<file path="src/rtl/spr_pkg.sv">
// Shared types, codes and sizes for the stereo pinhole reprojection block.
// No dependencies; every other file but spr_if imports this package.
`default_nettype none
package spr_pkg;

  localparam int QW = 35;          // quotient bits kept before saturation
  localparam int ST = QW;          // one quotient bit per divider stage
  localparam int QDEPTH = 4;       // front-to-back queue depth
  localparam int QAW = 2;

  typedef enum logic [1:0] {
    CMD_PIX2CAM = 2'd0,
    CMD_CAM2PIX = 2'd1,
    CMD_CAM2LR  = 2'd2,
    CMD_NONE    = 2'd3
  } cmd_t;

  typedef enum logic [2:0] {
    REG_FOCAL_X  = 3'd0,
    REG_FOCAL_Y  = 3'd1,
    REG_CENTER_X = 3'd2,
    REG_CENTER_Y = 3'd3,
    REG_BASELINE = 3'd4
  } reg_idx_t;

  typedef struct packed {
    logic [31:0] focal_x;
    logic [31:0] focal_y;
    logic [31:0] center_x;
    logic [31:0] center_y;
    logic [31:0] baseline;
  } cfg_t;

  // numerator = p * m + c * cm, then quotient by c, then + off
  typedef struct packed {
    logic signed [33:0] p;
    logic [31:0]        m;
    logic [31:0]        cm;
    logic [31:0]        off;
  } lane_op_t;

  typedef struct packed {
    logic               zero;
    logic               fault;
    logic signed [31:0] c;
    lane_op_t [2:0]     lane;
  } item_t;

  typedef struct packed {
    logic signed [66:0] pm;
    logic signed [64:0] cc;
    logic [31:0]        off;
  } prod_lane_t;

  typedef struct packed {
    logic               zero;
    logic               fault;
    logic signed [31:0] c;
    prod_lane_t [2:0]   lane;
  } prod_item_t;

  typedef struct packed {
    logic          neg;
    logic          ovf;
    logic [31:0]   off;
    logic [31:0]   rem;
    logic [QW-1:0] sh;   // low numerator bits shift out, quotient bits shift in
  } div_lane_t;

  typedef struct packed {
    logic            zero;
    logic            fault;
    logic [31:0]     d;
    div_lane_t [2:0] lane;
  } div_item_t;

  function automatic div_lane_t div_step(input div_lane_t x, input logic [31:0] d);
    div_lane_t   r;
    logic [32:0] t;
    logic        ge;
    r  = x;
    t  = {x.rem, x.sh[QW-1]};
    ge = (t >= {1'b0, d});
    r.rem = ge ? 32'(t - {1'b0, d}) : t[31:0];
    r.sh  = {x.sh[QW-2:0], ge};
    return r;
  endfunction

  function automatic logic [31:0] finish(input div_lane_t x);
    logic signed [36:0] v;
    logic signed [37:0] w;
    logic [31:0]        r;
    v = x.neg ? -$signed({2'b00, x.sh}) : $signed({2'b00, x.sh});
    w = $signed({v[36], v}) + $signed({6'b0, x.off});
    if (x.ovf) begin
      r = x.neg ? 32'h8000_0000 : 32'h7FFF_FFFF;
    end else if (w > 38'sh0_7FFF_FFFF) begin
      r = 32'h7FFF_FFFF;
    end else if (w < -38'sh0_8000_0000) begin
      r = 32'h8000_0000;
    end else begin
      r = w[31:0];
    end
    return r;
  endfunction

endpackage
`default_nettype wire

</file>
<file path="src/rtl/spr_front.sv">
// Front end: decodes the operation and builds per-lane operands.
// Depends on spr_pkg.
`default_nettype none
module spr_front import spr_pkg::*; (
  input  wire logic [1:0]  cmd,
  input  wire logic [31:0] coord_a,
  input  wire logic [31:0] coord_b,
  input  wire logic [31:0] coord_c,
  input  wire cfg_t        cfg,
  output item_t            item
);
  logic signed [33:0] a34, b34, fx34;

  always_comb begin
    a34  = $signed({{2{coord_a[31]}}, coord_a});
    b34  = $signed({{2{coord_b[31]}}, coord_b});
    fx34 = $signed({2'b00, cfg.focal_x});
    item = '0;
    item.c     = $signed(coord_c);
    item.zero  = (cmd == CMD_NONE) || (coord_c == '0);
    item.fault = (cmd != CMD_NONE) && (coord_c == '0);
    unique case (cmd_t'(cmd))
      CMD_PIX2CAM: begin
        item.lane[0].p = a34 - $signed({2'b00, cfg.center_x});
        item.lane[0].m = cfg.baseline;
        item.lane[1].p = b34 - $signed({2'b00, cfg.center_y});
        item.lane[1].m = cfg.baseline;
        item.lane[2].p = fx34;
        item.lane[2].m = cfg.baseline;
      end
      CMD_CAM2PIX: begin
        item.lane[0].p  = a34;
        item.lane[0].m  = cfg.focal_x;
        item.lane[0].cm = cfg.center_x;
        item.lane[1].p  = b34;
        item.lane[1].m  = cfg.focal_y;
        item.lane[1].cm = cfg.center_y;
        item.lane[2].p  = fx34;
        item.lane[2].m  = cfg.baseline;
      end
      CMD_CAM2LR: begin
        item.lane[0].p   = a34;
        item.lane[0].m   = cfg.focal_x;
        item.lane[0].off = cfg.center_x;
        item.lane[1].p   = b34;
        item.lane[1].m   = cfg.focal_y;
        item.lane[1].off = cfg.center_y;
        item.lane[2].p   = a34 - $signed({2'b00, cfg.baseline});
        item.lane[2].m   = cfg.focal_x;
        item.lane[2].off = cfg.center_x;
      end
      CMD_NONE: begin
        item.lane = '0;
      end
      default: item.lane = '0;
    endcase
  end
endmodule
`default_nettype wire

</file>
<file path="config.mk">
export PLATFORM = sky130hd
export DESIGN_NAME = spr_front
export DESIGN_NICKNAME = d
export VERILOG_FILES = /design/src/rtl/spr_pkg.sv /design/src/rtl/spr_front.sv
export SDC_FILE = /design/constraint.sdc
export NUM_CORES = 1
export LEC_CHECK = 0
export BUFFER_PORTS_ARGS = -buffer_cell sky130_fd_sc_hd__buf_2
export CORE_AREA = 2 2 266 268
export DETAILED_ROUTE_END_ITERATION = 10
export DIE_AREA = 0 0 268 270
export PLACE_DENSITY = 0.36
export SETUP_SLACK_MARGIN = 0.1
export SLEW_MARGIN = 25
export SYNTH_ARGS = -nofsm -noshare
export SYNTH_HDL_FRONTEND = slang
export SYNTH_SLANG_ARGS = --single-unit
export TNS_END_PERCENT = 30
</file>
<file path="constraint.sdc">
create_clock -name vclk -period 7.1
set_input_delay 0.355 -clock vclk [all_inputs]
set_output_delay 0.355 -clock vclk [all_outputs]
set_load 0.05 [all_outputs]
</file>
* Word level (Yosys, flattened, before mapping)
Index checks and enable logic that the tools add are counted.
** Storage, ports and cells
- Word-level logic and storage cells :: 20
- Bits in latches :: 0
- Memory bits (read-only) :: 0
- RAM bits :: 0
- Input port bits :: 258
- Output and inout bits :: 424
- Memories kept :: 0
- Bits in registers :: 0
** Cells by class
- Reductions and logical operators :: 6
- Mux-type cells :: 7
- Multiply operators :: 0
- Order comparisons :: 0
- $add $sub $neg :: 3
- Div/mod/pow operators :: 0
- Shift operators :: 0
- Equality and inequality tests :: 4
- Bitwise logic cells :: 0
** Operators with widths (count)
- $pmux W66 S3 :: 3
- $mux W32 :: 4
- $sub A32 B33 Y34 :: 3
- $logic_not A32 Y1 :: 1
- $eq A2 B2 Y1 const B :: 2
- $reduce_or A2 Y1 :: 2
- $eq A2 B1 Y1 const B :: 1
- $logic_not A2 Y1 :: 1
- $ne A2 B2 Y1 const B :: 1
- $logic_and A1 B1 Y1 :: 1
- $logic_or A1 B1 Y1 :: 1

* Depth between registers and ports, before layout
- Word-level depth :: 3
- Gate-level depth with buffers :: 12
- Gate-level depth less buffers :: 12

* Worst setup path before layout
OpenSTA, ideal clock, no wires.
- Path kind :: input-to-output
- From :: in coord_a[0]
- To :: out item[126] (netlist name)
- Data required time :: 6.745 ns
- Arrival time :: 3.388 ns
- Setup slack :: 3.357 ns
- Buffers on the path :: 0
- Cell stages on the path :: 12
- Cell sequence :: inv_1 -> ha_1 -> inv_1 -> fa_1 -> a21oi_1 -> o211ai_2 -> o211ai_1 -> a31oi_1 -> a211o_1 -> a2bb2oi_1 -> xor2_1 -> o21ai_0
** RTL lines
- start: declaration :: RTL line spr_front.sv:6 : input wire logic [31:0] coord_a,
- end: declaration :: RTL line spr_front.sv:10 : output item_t item

==> impl_table.tex <==
\begin{tabular}{lr}
\hline
Metric & Value \\
\hline
\multicolumn{2}{l}{\textbf{Placed design}} \\
Number of instances in the placed design & 2958 \\
Detailed Place HPWL & 48600 µm \\
Total of buffers placed on input and output ports & 650 \\
Weighted congestion at the end of routability-driven global placement & 0.870 \\
\multicolumn{2}{l}{\textbf{Routing}} \\
Met2 Routed Length & 27000 µm \\
Met3 Routed Length & 2950 µm \\
Max Used Layer & met5 \\
Routed len/inst & 19.1 µm \\
Drt total wl & 56600 µm \\
Final routed DRC violation total & 0 \\
Post-detailed-route count of antenna-violating nets & 0 \\
Met1 Routed Length & 25300 µm \\
DRC violation total after the first TritonRoute iteration & 645 \\
Count of TritonRoute iterations in the first routing pass & 6 \\
Number of vias after detailed routing & 12500 \\
Via density per instance & 4.23 \\
\multicolumn{2}{l}{\textbf{Worst setup path}} \\
WP data required & 6740 ps \\
Critical path cell sequence & buf\_2, ha\_1, inv\_1, fa\_1, a21oi\_1, o211ai\_2, o211ai\_1, a31oi\_1, a211o\_1, a2bb2oi\_1, xor2\_1, o21ai\_0, buf\_2 \\
Most prevalent standard cell on the critical path & buf\_2 \\
Data arrival at the endpoint of the critical path & 3620 ps \\
Kind of start point of the critical path & primary input \\
Crit path largest cell delay & 440 ps \\
Worst setup path class & in -> out \\
Cell type of the slowest stage on the worst timing path & a211o\_1 \\
Setup crit end kind & primary output \\
Top fanout value on the critical path & 5 \\
\multicolumn{2}{l}{\textbf{Floorplan}} \\
Die Y-Extent & 270 µm \\
Horiz. Die Dim & 268 µm \\
Starting utilization of the core area & 13.2\% \\
I/O pin count & 682 \\
Die footprint & 72400 µm² \\
Cell Rows & 97 \\
Core area & 69500 µm² \\
\multicolumn{2}{l}{\textbf{Logic synthesis}} \\
Synthesized-area fraction occupied by xor and xnor cells & 6.41\% \\
Number of distinct library cells after synthesis & 74 \\
Post-Synthesis Cells & 1503 \\
Post-synthesis adder-cell area fraction & 14.7\% \\
Portion of the post-synthesis area used by sequential elements & 0\% \\
Synthesized-area fraction occupied by ao, oa, aoi and oai cells & 35.1\% \\
Mux contribution to synthesized area & 0.273\% \\
Post-Syn Area per Cell & 6.09 µm² \\
Ranking of synthesized cells by area & ha\_1, nand2\_1, o21ai\_0 \\
Cell Area, Synth & 9150 µm² \\
Largest family of logic cells by synthesized area & compound AO/OA/AOI/OAI gates \\
Simple-Gate Fraction of Synth Area & 27.2\% \\
Count of warnings emitted by yosys & 0 \\
Post-synth top cells & nand2\_1, o21ai\_0, inv\_1 \\
Largest area contributor in the synthesized netlist & ha\_1 \\
Most used standard cell by instance count after synthesis & nand2\_1 \\
Area fraction of the dominant cell type after synthesis & 14.1\% \\
\multicolumn{2}{l}{\textbf{GRT}} \\
Initial antenna violation count & 5 \\
Pin count of the biggest net entering global routing & 114 \\
Overflow after GRT & 0 \\
Number of global-route vias before repair & 12100 \\
Global-route wire length before repair & 79500 µm \\
Tot GR Track Use & 14.4\% \\
\multicolumn{2}{l}{\textbf{STA}} \\
\# setup viols final & 0 \\
Clock period minus worst slack & 3970 ps \\
Tightest slew margin relative to the limit & 28.2\% \\
Post-Route Setup TNS & 0 ps \\
Final worst path period share & 55.9\% \\
Number of failing hold endpoints at the final stage & 0 \\
Number of slew-limit violations in the final report & 0 \\
Transition at the pin with the smallest max-transition slack & 1070 ps \\
Achievable frequency & 252 MHz \\
RSZ-0062 raised after global routing & no \\
\multicolumn{2}{l}{\textbf{Final layout}} \\
Final cell count without fillers & 2960 \\
Number of sequential cells & 0 \\
Ratio of cells with drive above 1 in the final layout & 34.0\% \\
Number of clock-tree buffers in the layout & 0 \\
Number of inserted filler cells in the final layout & 8184 \\
Register area & 0 µm² \\
Final net count & 2384 \\
Area Overhead vs Synth & 39.7\% \\
\multicolumn{2}{l}{\textbf{Clock tree}} \\
Total of cells resized after clock tree synthesis & 0 \\
Count of hold-fix buffers inserted at cts & 0 \\
Number of buffers inserted by post-CTS setup repair & 0 \\
\multicolumn{2}{l}{\textbf{Flow run}} \\
MaxCap Viol Count & 0 \\
\multicolumn{2}{l}{\textbf{Run status}} \\
Status & completed \\
\multicolumn{2}{l}{\textbf{Min path}} \\
Worst Hold Class & in -> out \\
\hline
\end{tabular}
layer usage:
metal,up-vias,GRT usage [%]
met1,5861,18.9
met5,-,0
met4,2,3.04
li1,6175,-
met3,48,1.37
met2,444,25.4
critical path, delay by kind of cell:
kind,cells,cell delay [ps]
xor gates and xnor gates,1,90
buffers and inverters,3,590
AOI/OAI and AO/OA,7,1770
adders and majority gates,2,810
metrics by stage:
stage	hold WS [ps]	util [%]	setup slack, ps	cell area [µm²]
finish	1010	18.4	3130	12800
global route	1020	18.4	2930	12800
CTS	1010	18.4	3110	12800
detailed placement	1010	18.4	3140	12800
global placement	1010	18.4	3190	12800
floorplan	877	-	3360	9270
cells by family after synthesis:
family / Yosys count
other: 1
AOI/OAI and AO/OA: 493
buffers and inverters: 299
adders and majority gates: 106
xor gates and xnor gates: 67
and+or+nand+nor: 535
muxes: 2
final cells by class:
| cell class | instances | area (µm²) | share of cell area (%) |
|---|---|---|---|
| antenna | 2 | 5.00 | 0.0391 |
| inverter | 127 | 480 | 3.76 |
| multi-input combinational | 1235 | 7820 | 61.1 |
| tap | 940 | 1180 | 9.20 |
| timing repair buffer | 656 | 3310 | 25.9 |
cell usage in the layout, fill, tap and decap left out, types with 5 or more instances in the layout:
master      n
a211oi_1   13
a21boi_0    5
a21o_1     50
a21oi_1    86
a22o_1     18
a31oi_1     9
a32o_1      6
and2_1     73
and3_1      8
buf_2     650
buf_4       5
conb_1     32
ha_1       99
inv_1     125
nand2_1   224
nand2b_1   15
nand3_1    26
nand4_1    18
nor2_1    109
nor2b_1     7
nor3_1     20
nor4_1     10
o211ai_1   11
o21a_1     18
o21ai_0   165
o21ai_1    12
o21bai_1    9
o31ai_1    44
or3_1       7
xnor2_1    33
xor2_1     34
worst paths after layout:
path	from	endpoint	slack, ps	cells after the start
setup / recovery	cfg[64]	item[126]	3130	13
hold / removal	coord_c[16]	item[406]	1010	2
