## config.mk

```make
export PLATFORM = sky130hd
export DESIGN_NAME = spr_queue
export DESIGN_NICKNAME = d
export VERILOG_FILES = /design/src/rtl/spr_pkg.sv /design/src/rtl/spr_queue.sv
export SDC_FILE = /design/constraint.sdc
export NUM_CORES = 1
export LEC_CHECK = 0
export ABC_AREA = 1
export BUFFER_PORTS_ARGS = -buffer_cell sky130_fd_sc_hd__buf_2
export CELL_PAD_IN_SITES_DETAIL_PLACEMENT = 0
export CELL_PAD_IN_SITES_GLOBAL_PLACEMENT = 2
export CORE_UTILIZATION = 36
export DETAILED_ROUTE_END_ITERATION = 7
export HOLD_SLACK_MARGIN = 0.03
export PLACE_DENSITY = 0.74
export SLEW_MARGIN = 20
export SYNTH_ARGS = -nofsm -noshare
export SYNTH_HDL_FRONTEND = slang
export SYNTH_SLANG_ARGS = --single-unit
```

## constraint.sdc

```tcl
create_clock -name clk -period 11.1 [get_ports clk]
set_input_delay 2.775 -clock clk [delete_from_list [all_inputs] [get_ports clk]]
set_output_delay 2.775 -clock clk [all_outputs]
set_load 0.01 [all_outputs]
```

## src/rtl/spr_pkg.sv

```systemverilog
// Shared types, codes and sizes for the stereo pinhole reprojection block.
// No dependencies; every other file but spr_if imports this package.
`default_nettype none
package spr_pkg;

  localparam int QW = 35;          // quotient bits kept before saturation
  localparam int ST = QW;          // one quotient bit per divider stage
  localparam int QDEPTH = 4;       // front-to-back queue depth
  localparam int QAW = 2;

  typedef enum logic [1:0] {
    CMD_PIX2CAM = 2'd0,
    CMD_CAM2PIX = 2'd1,
    CMD_CAM2LR  = 2'd2,
    CMD_NONE    = 2'd3
  } cmd_t;

  typedef enum logic [2:0] {
    REG_FOCAL_X  = 3'd0,
    REG_FOCAL_Y  = 3'd1,
    REG_CENTER_X = 3'd2,
    REG_CENTER_Y = 3'd3,
    REG_BASELINE = 3'd4
  } reg_idx_t;

  typedef struct packed {
    logic [31:0] focal_x;
    logic [31:0] focal_y;
    logic [31:0] center_x;
    logic [31:0] center_y;
    logic [31:0] baseline;
  } cfg_t;

  // numerator = p * m + c * cm, then quotient by c, then + off
  typedef struct packed {
    logic signed [33:0] p;
    logic [31:0]        m;
    logic [31:0]        cm;
    logic [31:0]        off;
  } lane_op_t;

  typedef struct packed {
    logic               zero;
    logic               fault;
    logic signed [31:0] c;
    lane_op_t [2:0]     lane;
  } item_t;

  typedef struct packed {
    logic signed [66:0] pm;
    logic signed [64:0] cc;
    logic [31:0]        off;
  } prod_lane_t;

  typedef struct packed {
    logic               zero;
    logic               fault;
    logic signed [31:0] c;
    prod_lane_t [2:0]   lane;
  } prod_item_t;

  typedef struct packed {
    logic          neg;
    logic          ovf;
    logic [31:0]   off;
    logic [31:0]   rem;
    logic [QW-1:0] sh;   // low numerator bits shift out, quotient bits shift in
  } div_lane_t;

  typedef struct packed {
    logic            zero;
    logic            fault;
    logic [31:0]     d;
    div_lane_t [2:0] lane;
  } div_item_t;

  function automatic div_lane_t div_step(input div_lane_t x, input logic [31:0] d);
    div_lane_t   r;
    logic [32:0] t;
    logic        ge;
    r  = x;
    t  = {x.rem, x.sh[QW-1]};
    ge = (t >= {1'b0, d});
    r.rem = ge ? 32'(t - {1'b0, d}) : t[31:0];
    r.sh  = {x.sh[QW-2:0], ge};
    return r;
  endfunction

  function automatic logic [31:0] finish(input div_lane_t x);
    logic signed [36:0] v;
    logic signed [37:0] w;
    logic [31:0]        r;
    v = x.neg ? -$signed({2'b00, x.sh}) : $signed({2'b00, x.sh});
    w = $signed({v[36], v}) + $signed({6'b0, x.off});
    if (x.ovf) begin
      r = x.neg ? 32'h8000_0000 : 32'h7FFF_FFFF;
    end else if (w > 38'sh0_7FFF_FFFF) begin
      r = 32'h7FFF_FFFF;
    end else if (w < -38'sh0_8000_0000) begin
      r = 32'h8000_0000;
    end else begin
      r = w[31:0];
    end
    return r;
  endfunction

endpackage
`default_nettype wire

```

## src/rtl/spr_queue.sv

```systemverilog
// Short queue of decoded requests between front and back ends.
// Depends on spr_pkg.
`default_nettype none
module spr_queue import spr_pkg::*; (
  input  wire logic  clk,
  input  wire logic  rst,
  input  wire logic  push,
  input  wire item_t wdata,
  input  wire logic  pop,
  output item_t      rdata,
  output logic       full,
  output logic       empty
);
  item_t          mem [QDEPTH];
  logic [QAW-1:0] wptr, rptr;
  logic [QAW:0]   count;

  assign full  = (count == (QAW+1)'(QDEPTH));
  assign empty = (count == '0);
  assign rdata = mem[rptr];

  always_ff @(posedge clk) begin
    if (push) begin
      mem[wptr] <= wdata;
    end
  end

  always_ff @(posedge clk) begin
    if (rst) begin
      wptr  <= '0;
      rptr  <= '0;
      count <= '0;
    end else begin
      if (push) wptr <= wptr + 1'b1;
      if (pop)  rptr <= rptr + 1'b1;
      count <= count + (QAW+1)'(push) - (QAW+1)'(pop);
    end
  end
endmodule
`default_nettype wire

```

Word-level counts from Yosys, hierarchy flattened
Memories as Yosys holds them, arrays and structs flattened. A register that Yosys moved wholly into a read port is not among the register bits.
Cells that the tools add are included.
Widths: inputs -> output; s select.
{ "totals": {"elab_cells": 14, "input_bits": 428, "reg_bits": 7, "n_memories": 1, "mem_bits_rw": 1696} }
{ "op_classes": {"eq_ne": 1, "n_mux": 4, "n_reduce_logical": 1, "add_sub_neg": 4} }
{ "mem_list": {"columns": ["name", "depth", "word_bits", "rd", "rd_clocked_by_memory_dff", "wr", "line", "source"], "rows": [
  ["mem", 4, 424, 1, 1, 1, "spr_queue.sv:14", "item_t mem [QDEPTH];"]
]} }
{ "ops": {"columns": ["operator", "count"], "rows": [
  ["$add 2x1->2 const B", 2],
  ["$mux 2", 2],
  ["$add 3x1->3", 1],
  ["$eq 3x3->1 const B", 1],
  ["$logic_not 3->1", 1],
  ["$sub 3x1->3", 1],
  ["$mux 1", 2]
]} }

Longest topological paths before layout
Gate-level depths: netlist of the first run.
{ "depth": {"depth_word": 3, "depth_mapped": 8, "mapped_depth_nobuf": 8} }

Least setup slack after synthesis of the first run
OpenSTA, ideal clock, no wires.
{ "synth_timing": {"path_type": "input port to flip-flop", "start": "in push", "end": "mem mem[2][0] (netlist name) (enable)", "cell_stages": 2, "n_path_buf": 0, "setup_time_ns": 0.772, "arrival_time_ns": 10.922, "slack_ns": -0.594, "path_cell_list": "nand2_1 inv_1"} }
{ "synth_between": {"elab_chain_cells": 2} }
{ "synth_rtl": {"columns": ["element", "line", "source"], "rows": [
  ["from (decl)", "spr_queue.sv:7", "input wire logic push,"],
  ["$mux 1", "spr_queue.sv:23", "if (push) begin"],
  ["$mux 1 (implied by the code)", "spr_queue.sv:24", "mem[wptr] <= wdata;"],
  ["to (decl)", "spr_queue.sv:14", null]
]} }
No other way between the ends.

==> results of run 1 <==
-- sequential cells by signal, indices dropped and copies added (netlist names), named ones only --
name   count
mem     1696
count      3
rptr       2
wptr       2
-- cell usage in the layout (no fill, tap or decap), types with 2 or more instances in the layout --
cell and instances:
edfxtp_1 1696, inv_1 860, nand2_1 856, buf_2 853
a21oi_1 430, o211ai_1 424, o21ai_0 298, clkbuf_16 185
o21ai_1 130, clkinv_1 53, clkbuf_1 41, clkinv_2 29
buf_4 28, diode_2 25, buf_12 16, dfxtp_1 7
ha_1 6, clkinvlp_4 5, bufinv_16 5, nor2_1 4
clkinv_4 4, clkinv_16 4, inv_6 3, inv_8 2
dfxtp_4 2, clkinv_8 2, inv_16 2
-- final timing paths --
| path | start | endpoint | slack (ns) |
|---|---|---|---|
| min reg2reg | rptr[1] | flip-flop | 0.45 |
| min | rptr[1] | flip-flop | 0.45 |
| max reg2reg | wptr[1] | mem[3][341] | 7.91 |
| max | flip-flop | rdata[240] | 4.44 |
-- power by group --
group / leakage (uW) / switching [uW] / internal [uW]
Clock: 0.00271 / 2450 / 3180
Combinational: 0.0117 / 916 / 401
Sequential: 0.0157 / 61.4 / 7380
-- kinds of logic (layout without fill, tap and decap cells) --
kind of cell	Yosys count	in the layout	synth area share (%)
AOI/OAI and AO/OA	1282	1282	11.2
adders and majority gates	7	7	0.142
buffers and inverters	1147	2092	7.32
DFF	1705	1705	76.5
other	0	25	0
and+or+nand+nor	862	862	4.85
-- worst max-delay path: stages (launching register included) --
cell     delay [ns]
dfxtp_4        0.86
buf_12         0.69
buf_12         0.69
a21oi_1        0.15
o21ai_0        0.11
nand2_1        0.14
buf_2          0.17
-- per-layer routing --
layer / global-route usage, % / vias up / wire length [um]
li1: - / 19100 / -
met1: 19.0 / 18700 / 62000
met2: 27.9 / 914 / 77800
met3: 5.49 / 381 / 11500
met4: 6.53 / 58 / 5840
met5: 0 / - / 360
-- final cells by class --
type	instances	area, um^2	share of cell area (%)
flip-flops and latches	1705	51100	65.0
multi-input cells	2151	10800	13.7
repair buffers	897	4800	6.10
clock buffers	226	4780	6.08
inverters	864	3260	4.15
well taps	2464	3080	3.92
clock inverters	105	774	0.984
diodes	25	62.6	0.0795
-- through the flow --
step	hold slack (ns)	worst slack [ns]	area, um^2
finish	0.452	4.44	78700
global route	0.511	4.08	78700
CTS	0.459	4.33	78600
detailed placement	0.450	5.27	73100
global placement	0.437	5.27	73100
floorplan	0.436	-0.594	66800
==> impl_metrics.yaml, run 1 <==
cts:
  clkTransAtPathRegs_ns: 0.06
  h-tree-depth: 4
  cts-root-buf: "clkbuf_16"
  cts_tree: "built"
  clock_sinks: 1705
  cts_setup_buffers: 0
  cts_buffers: 183
  cts_hold_buf: 0
  ctsResizeCount: 0
  cts_buffer_depth: 3
  clock_latency_ns: 0.83
run:
  maxCapViolations: 0
cells_and_area:
  drive_gt1_share_pct: 19.2
  nets: 6237
  fin_util_pct: 42.8
  areaGrowthSynthToFinish_pct: 17.8
  fill_cells: 16900
  stdcell_count: 8437
synth:
  netlist_instances: 5003
  yosysWarnings: 0
  synth_cell_types: 19
  syn_avg_cell_area_um2: 13.4
  ys_seq_area_share_pct: 76.5
  syn-cell-area_um2: 66800
  synth_edf_count: 1696
  ys_ff_latch: 1705
  synth_area_leaders: "edfxtp_1, inv_1, nand2_1, o211ai_1, a21oi_1"
  yosysTopAreaCell: "edfxtp_1"
  syn-num-nets: 5438
  yosysTopAreaCellShare_pct: 76.2
  synth_commonest_cells: "edfxtp_1, inv_1, nand2_1"
  synth_most_common_cell: "edfxtp_1"
  synth_flop_cell: "edfxtp_1"
  async_reset_ff_share_pct: 0
floorplanning:
  fp-row-count: 157
  die_area_um2: 187000
  die_w_um: 433
  dieHeight_um: 433
  start_util_pct: 36.4
  ios: 854
  coreArea_um2: 184000
timing:
  maxSlewHeadroom_pct: 24.1
  fmax_mhz: 150
  rsz0062_at_grt: "false"
  worst_pin_slew_ns: 1.14
  hold_violations: 0
  final.period_utilization_pct: 60.0
  finalMaxSlewViolations: 0
  fin_crit_ns: 6.66
  tns_ns: 0
  final.setup_skew_ns: 0.0344
  setup_viol: 0
place:
  place_inst: 8081
  finalWeightedCongestion: 0.757
  numPortBuffers: 853
  hpwl_mm: 96.7
route:
  first_pass_iters: 5
  drt_iter0_drc: 2008
  viasPerCell: 4.64
  num_vias: 39100
  drc: 0
  wl_per_cell_um: 18.7
  routed_wl_mm: 158
  final_antenna_net_count: 0
global_routing:
  gr-total-overflow: 0
  grt_pass1_wl_mm: 231
  track_usage_pct: 16.4
  grt_pass1_vias: 36300
  grt_max_degree: 225
  antenna_found_initial: 96
power_and_ir_drop:
  total_power_uw: 14400
  p_leak_uw: 0.0300
  ir_drop_mv: 0.146
  p_per_area_nw_per_um2: 183
worst_hold_path:
  hold_class: "flip-flop to flip-flop"
  whs_path_depth: 2
setup_path:
  worst_ep_required_time_ns: 8.33
  ff2ff_path_depth: 5
  cp-start-kind: "flip-flop"
  cp.arrival_ns: 3.89
  crit_fanout: 224
  crit_path_end_kind: "primary output"
  path_class: "flip-flop to primary output"
outcome:
  outcome: "complete, no violations"
Note: power is estimated with default switching activity, not from simulation.
==> run 2, diff against run 1 <==
Settings changed: ABC_AREA 1 to 0, CORE_UTILIZATION 36 to 45, PLACE_DENSITY 0.74 to 0.77.
Clock period 11.1 ns to 6.7 ns, I/O delays scaled along.
==> run 2 against run 1 <==
Critical path depth down 3. Total power up 66%. Largest power group unchanged. Flip-flop and latch count unchanged. Highest routed layer unchanged. Clock-buffer cell count shrank 17. Synthesized cell count down 55%. Routed wire length down 14%. Area after synthesis decreased by 7.7%.
==> impl_metrics.yaml, run 2 <==
timing:
  finalMaxSlewViolations: 0
  fmax_mhz: 203
  hold_violations: 0
  worst_pin_slew_ns: 1.04
  final.period_utilization_pct: 73.6
  post-route-worst-setup-slack_ns: 1.77
  rsz0062_at_grt: "false"
  fin_crit_ns: 4.93
  setup_viol: 0
  final.setup_skew_ns: 0.0453
  maxSlewHeadroom_pct: 30.7
route:
  viasPerCell: 5.41
  drt_iter0_drc: 1905
  routed_wl_mm: 136
  first_pass_iters: 5
  wl_per_cell_um: 26.0
  num_vias: 28200
  drc: 0
  final_antenna_net_count: 0
synth:
  ys_seq_area_share_pct: 82.9
  synth_most_common_cell: "edfxtp_1"
  synth_edf_count: 1696
  yosysTopAreaCellShare_pct: 82.6
  yosysTopAreaCell: "edfxtp_1"
  yosysWarnings: 0
  syn-num-nets: 2691
  synth_commonest_cells: "edfxtp_1, mux4_2, buf_6"
  async_reset_ff_share_pct: 0
  netlist_instances: 2256
  synth_cell_types: 21
  syn_avg_cell_area_um2: 27.3
  synth_flop_cell: "edfxtp_1"
  syn-cell-area_um2: 61600
  synth_area_leaders: "edfxtp_1, mux4_2, buf_6, buf_2, dfxtp_1"
  ys_ff_latch: 1705
cells_and_area:
  stdcell_area_um2: 73800
  largest-register: "mem"
  nets: 3690
  largest_reg_flops: 1696
  areaGrowthSynthToFinish_pct: 19.7
  reg.largest.list: "mem: 1696 flops, count: 3 flops"
  most-common-layout-cells: "edfxtp_1, buf_2, mux4_2"
  layout_commonest_cell: "edfxtp_1"
  drive_gt1_share_pct: 46.9
setup_path:
  cp_cell_sequence: "buf_4, mux4_2, buf_2"
  rr_endpoint: "mem[2][116]"
  r2r-start: "wptr[0]"
  path_class: "flip-flop to primary output"
  ff2ff_path_depth: 4
  cp-start-kind: "flip-flop"
  reg2reg_slack_ns: 4.19
  critPathCapture: "rdata[413]"
  cp_slowest_stage_delay_ns: 0.96
  crit_path_end_kind: "primary output"
  cp.arrival_ns: 3.26
  worst_ep_required_time_ns: 5.03
  worst_path_max_delay_cell: "dfxtp_4"
  crit_fanout: 40
place:
  hpwl_mm: 88.3
  numPortBuffers: 853
  finalWeightedCongestion: 0.798
  place_area_um2: 68200
  dp_slack_ns: 2.43
cts:
  cts-root-buf: "clkbuf_16"
  clock_sinks: 1705
  ctsResizeCount: 0
  cts_buffers: 171
  clock_latency_ns: 0.78
  cts_tree: "built"
  cts_setup_buffers: 0
  h-tree-depth: 4
  cts_hold_buf: 0
  cts_buffer_depth: 3
  clkTransAtPathRegs_ns: 0.06
floorplanning:
  die_area_um2: 138000
  die_w_um: 372
  coreArea_um2: 136000
  ios: 854
  fp-row-count: 135
  dieHeight_um: 372
  start_util_pct: 45.4
global_routing:
  grt_max_degree: 122
  antenna_found_initial: 69
  grt_pass1_vias: 29400
  grt_pass1_wl_mm: 194
  gr-total-overflow: 0
  track_usage_pct: 19.3
worst_hold_path:
  hold_class: "flip-flop to flip-flop"
outcome:
  outcome: "complete, no violations"
power_and_ir_drop:
  p_leak_uw: 0.0245
  ir_drop_mv: 0.303
  p_per_area_nw_per_um2: 324
run:
  maxCapViolations: 0
-- run 2: cell count changes in the layout (fill, tap and decap cells not counted), sizes merged, moves of 8 or more --
cell,delta
inv,-853
clkinv,-18
o21ai,-428
o211ai,-424
diode,+8
a21oi,-429
clkbuf,-17
mux4,+424
buf,+23
nand2,-856
bufinv,+9
-- run 2: logic make-up after synthesis --
group           count (synthesis)  synth area share, %
compound gates                  2               0.0244
buf+inv                       100                 1.21
mux                           425                 15.5
xor+xnor                        3               0.0670
simple gates                   14                0.122
fa+ha+maj                       7                0.154
flops                        1705                 82.9
-- run 2: metal layers --
| layer | vias up | global-route usage, % | routed length [um] |
|---|---|---|---|
| met4 | 62 | 7.38 | 3960 |
| met2 | 1021 | 32.4 | 70300 |
| li1 | 11900 | - | - |
| met5 | - | 0 | 370 |
| met1 | 14900 | 22.5 | 48700 |
| met3 | 311 | 7.19 | 12100 |
-- run 2: worst min path at each step --
| stage | from | endpoint | slack, ns | cells after the start |
|---|---|---|---|---|
| 6_report | rptr[0] | flip-flop | 0.51 | 2 |
| 5_1_grt | rptr[1] | flip-flop | 0.54 | 2 |
| 4_1_cts | rptr[1] | flip-flop | 0.52 | 2 |
| 3_5_place_dp | rptr[0] | flip-flop | 0.53 | 2 |
| 3_3_place_gp | rptr[1] | flip-flop | 0.50 | 2 |
| 2_1_floorplan | rptr[1] | flip-flop | 0.49 | 2 |
-- run 2: area by class of cell --
class / count / area (um^2)
flip-flops and latches: 1705 / 51100
well taps: 1781 / 2230
multi-input cells: 451 / 9800
inverters: 6 / 22.5
repair buffers: 920 / 5020
fillers: 10200 / 61900
clock buffers: 209 / 4510
diodes: 33 / 82.6
clock inverters: 107 / 1000
-- run 2: metrics by stage --
stage	cells	total power (uW)	TNS, ns	util [%]	hold slack (ns)
finish	5212	23900	0	54.4	0.514
CTS	5179	24200	0	54.3	0.516
global placement	4863	14800	0	50.3	0.504
detailed placement	4863	14900	0	50.3	0.528
global route	5196	24700	0	54.4	0.535
floorplan	2256	13900	-245.39	-	0.492
-- run 2: critical path, delay by kind of cell (launching register included) --
family                 cells  cell delay, ns
multiplexers               1            0.63
buffers and inverters      2            0.86
flip-flops                 1            0.96
-- run 2: report_power, final --
| part | switching, uW | internal [uW] |
|---|---|---|
| clock network | 3920 | 5350 |
| logic | 1260 | 969 |
| registers | 129 | 12300 |
| total | 5310 | 18600 |
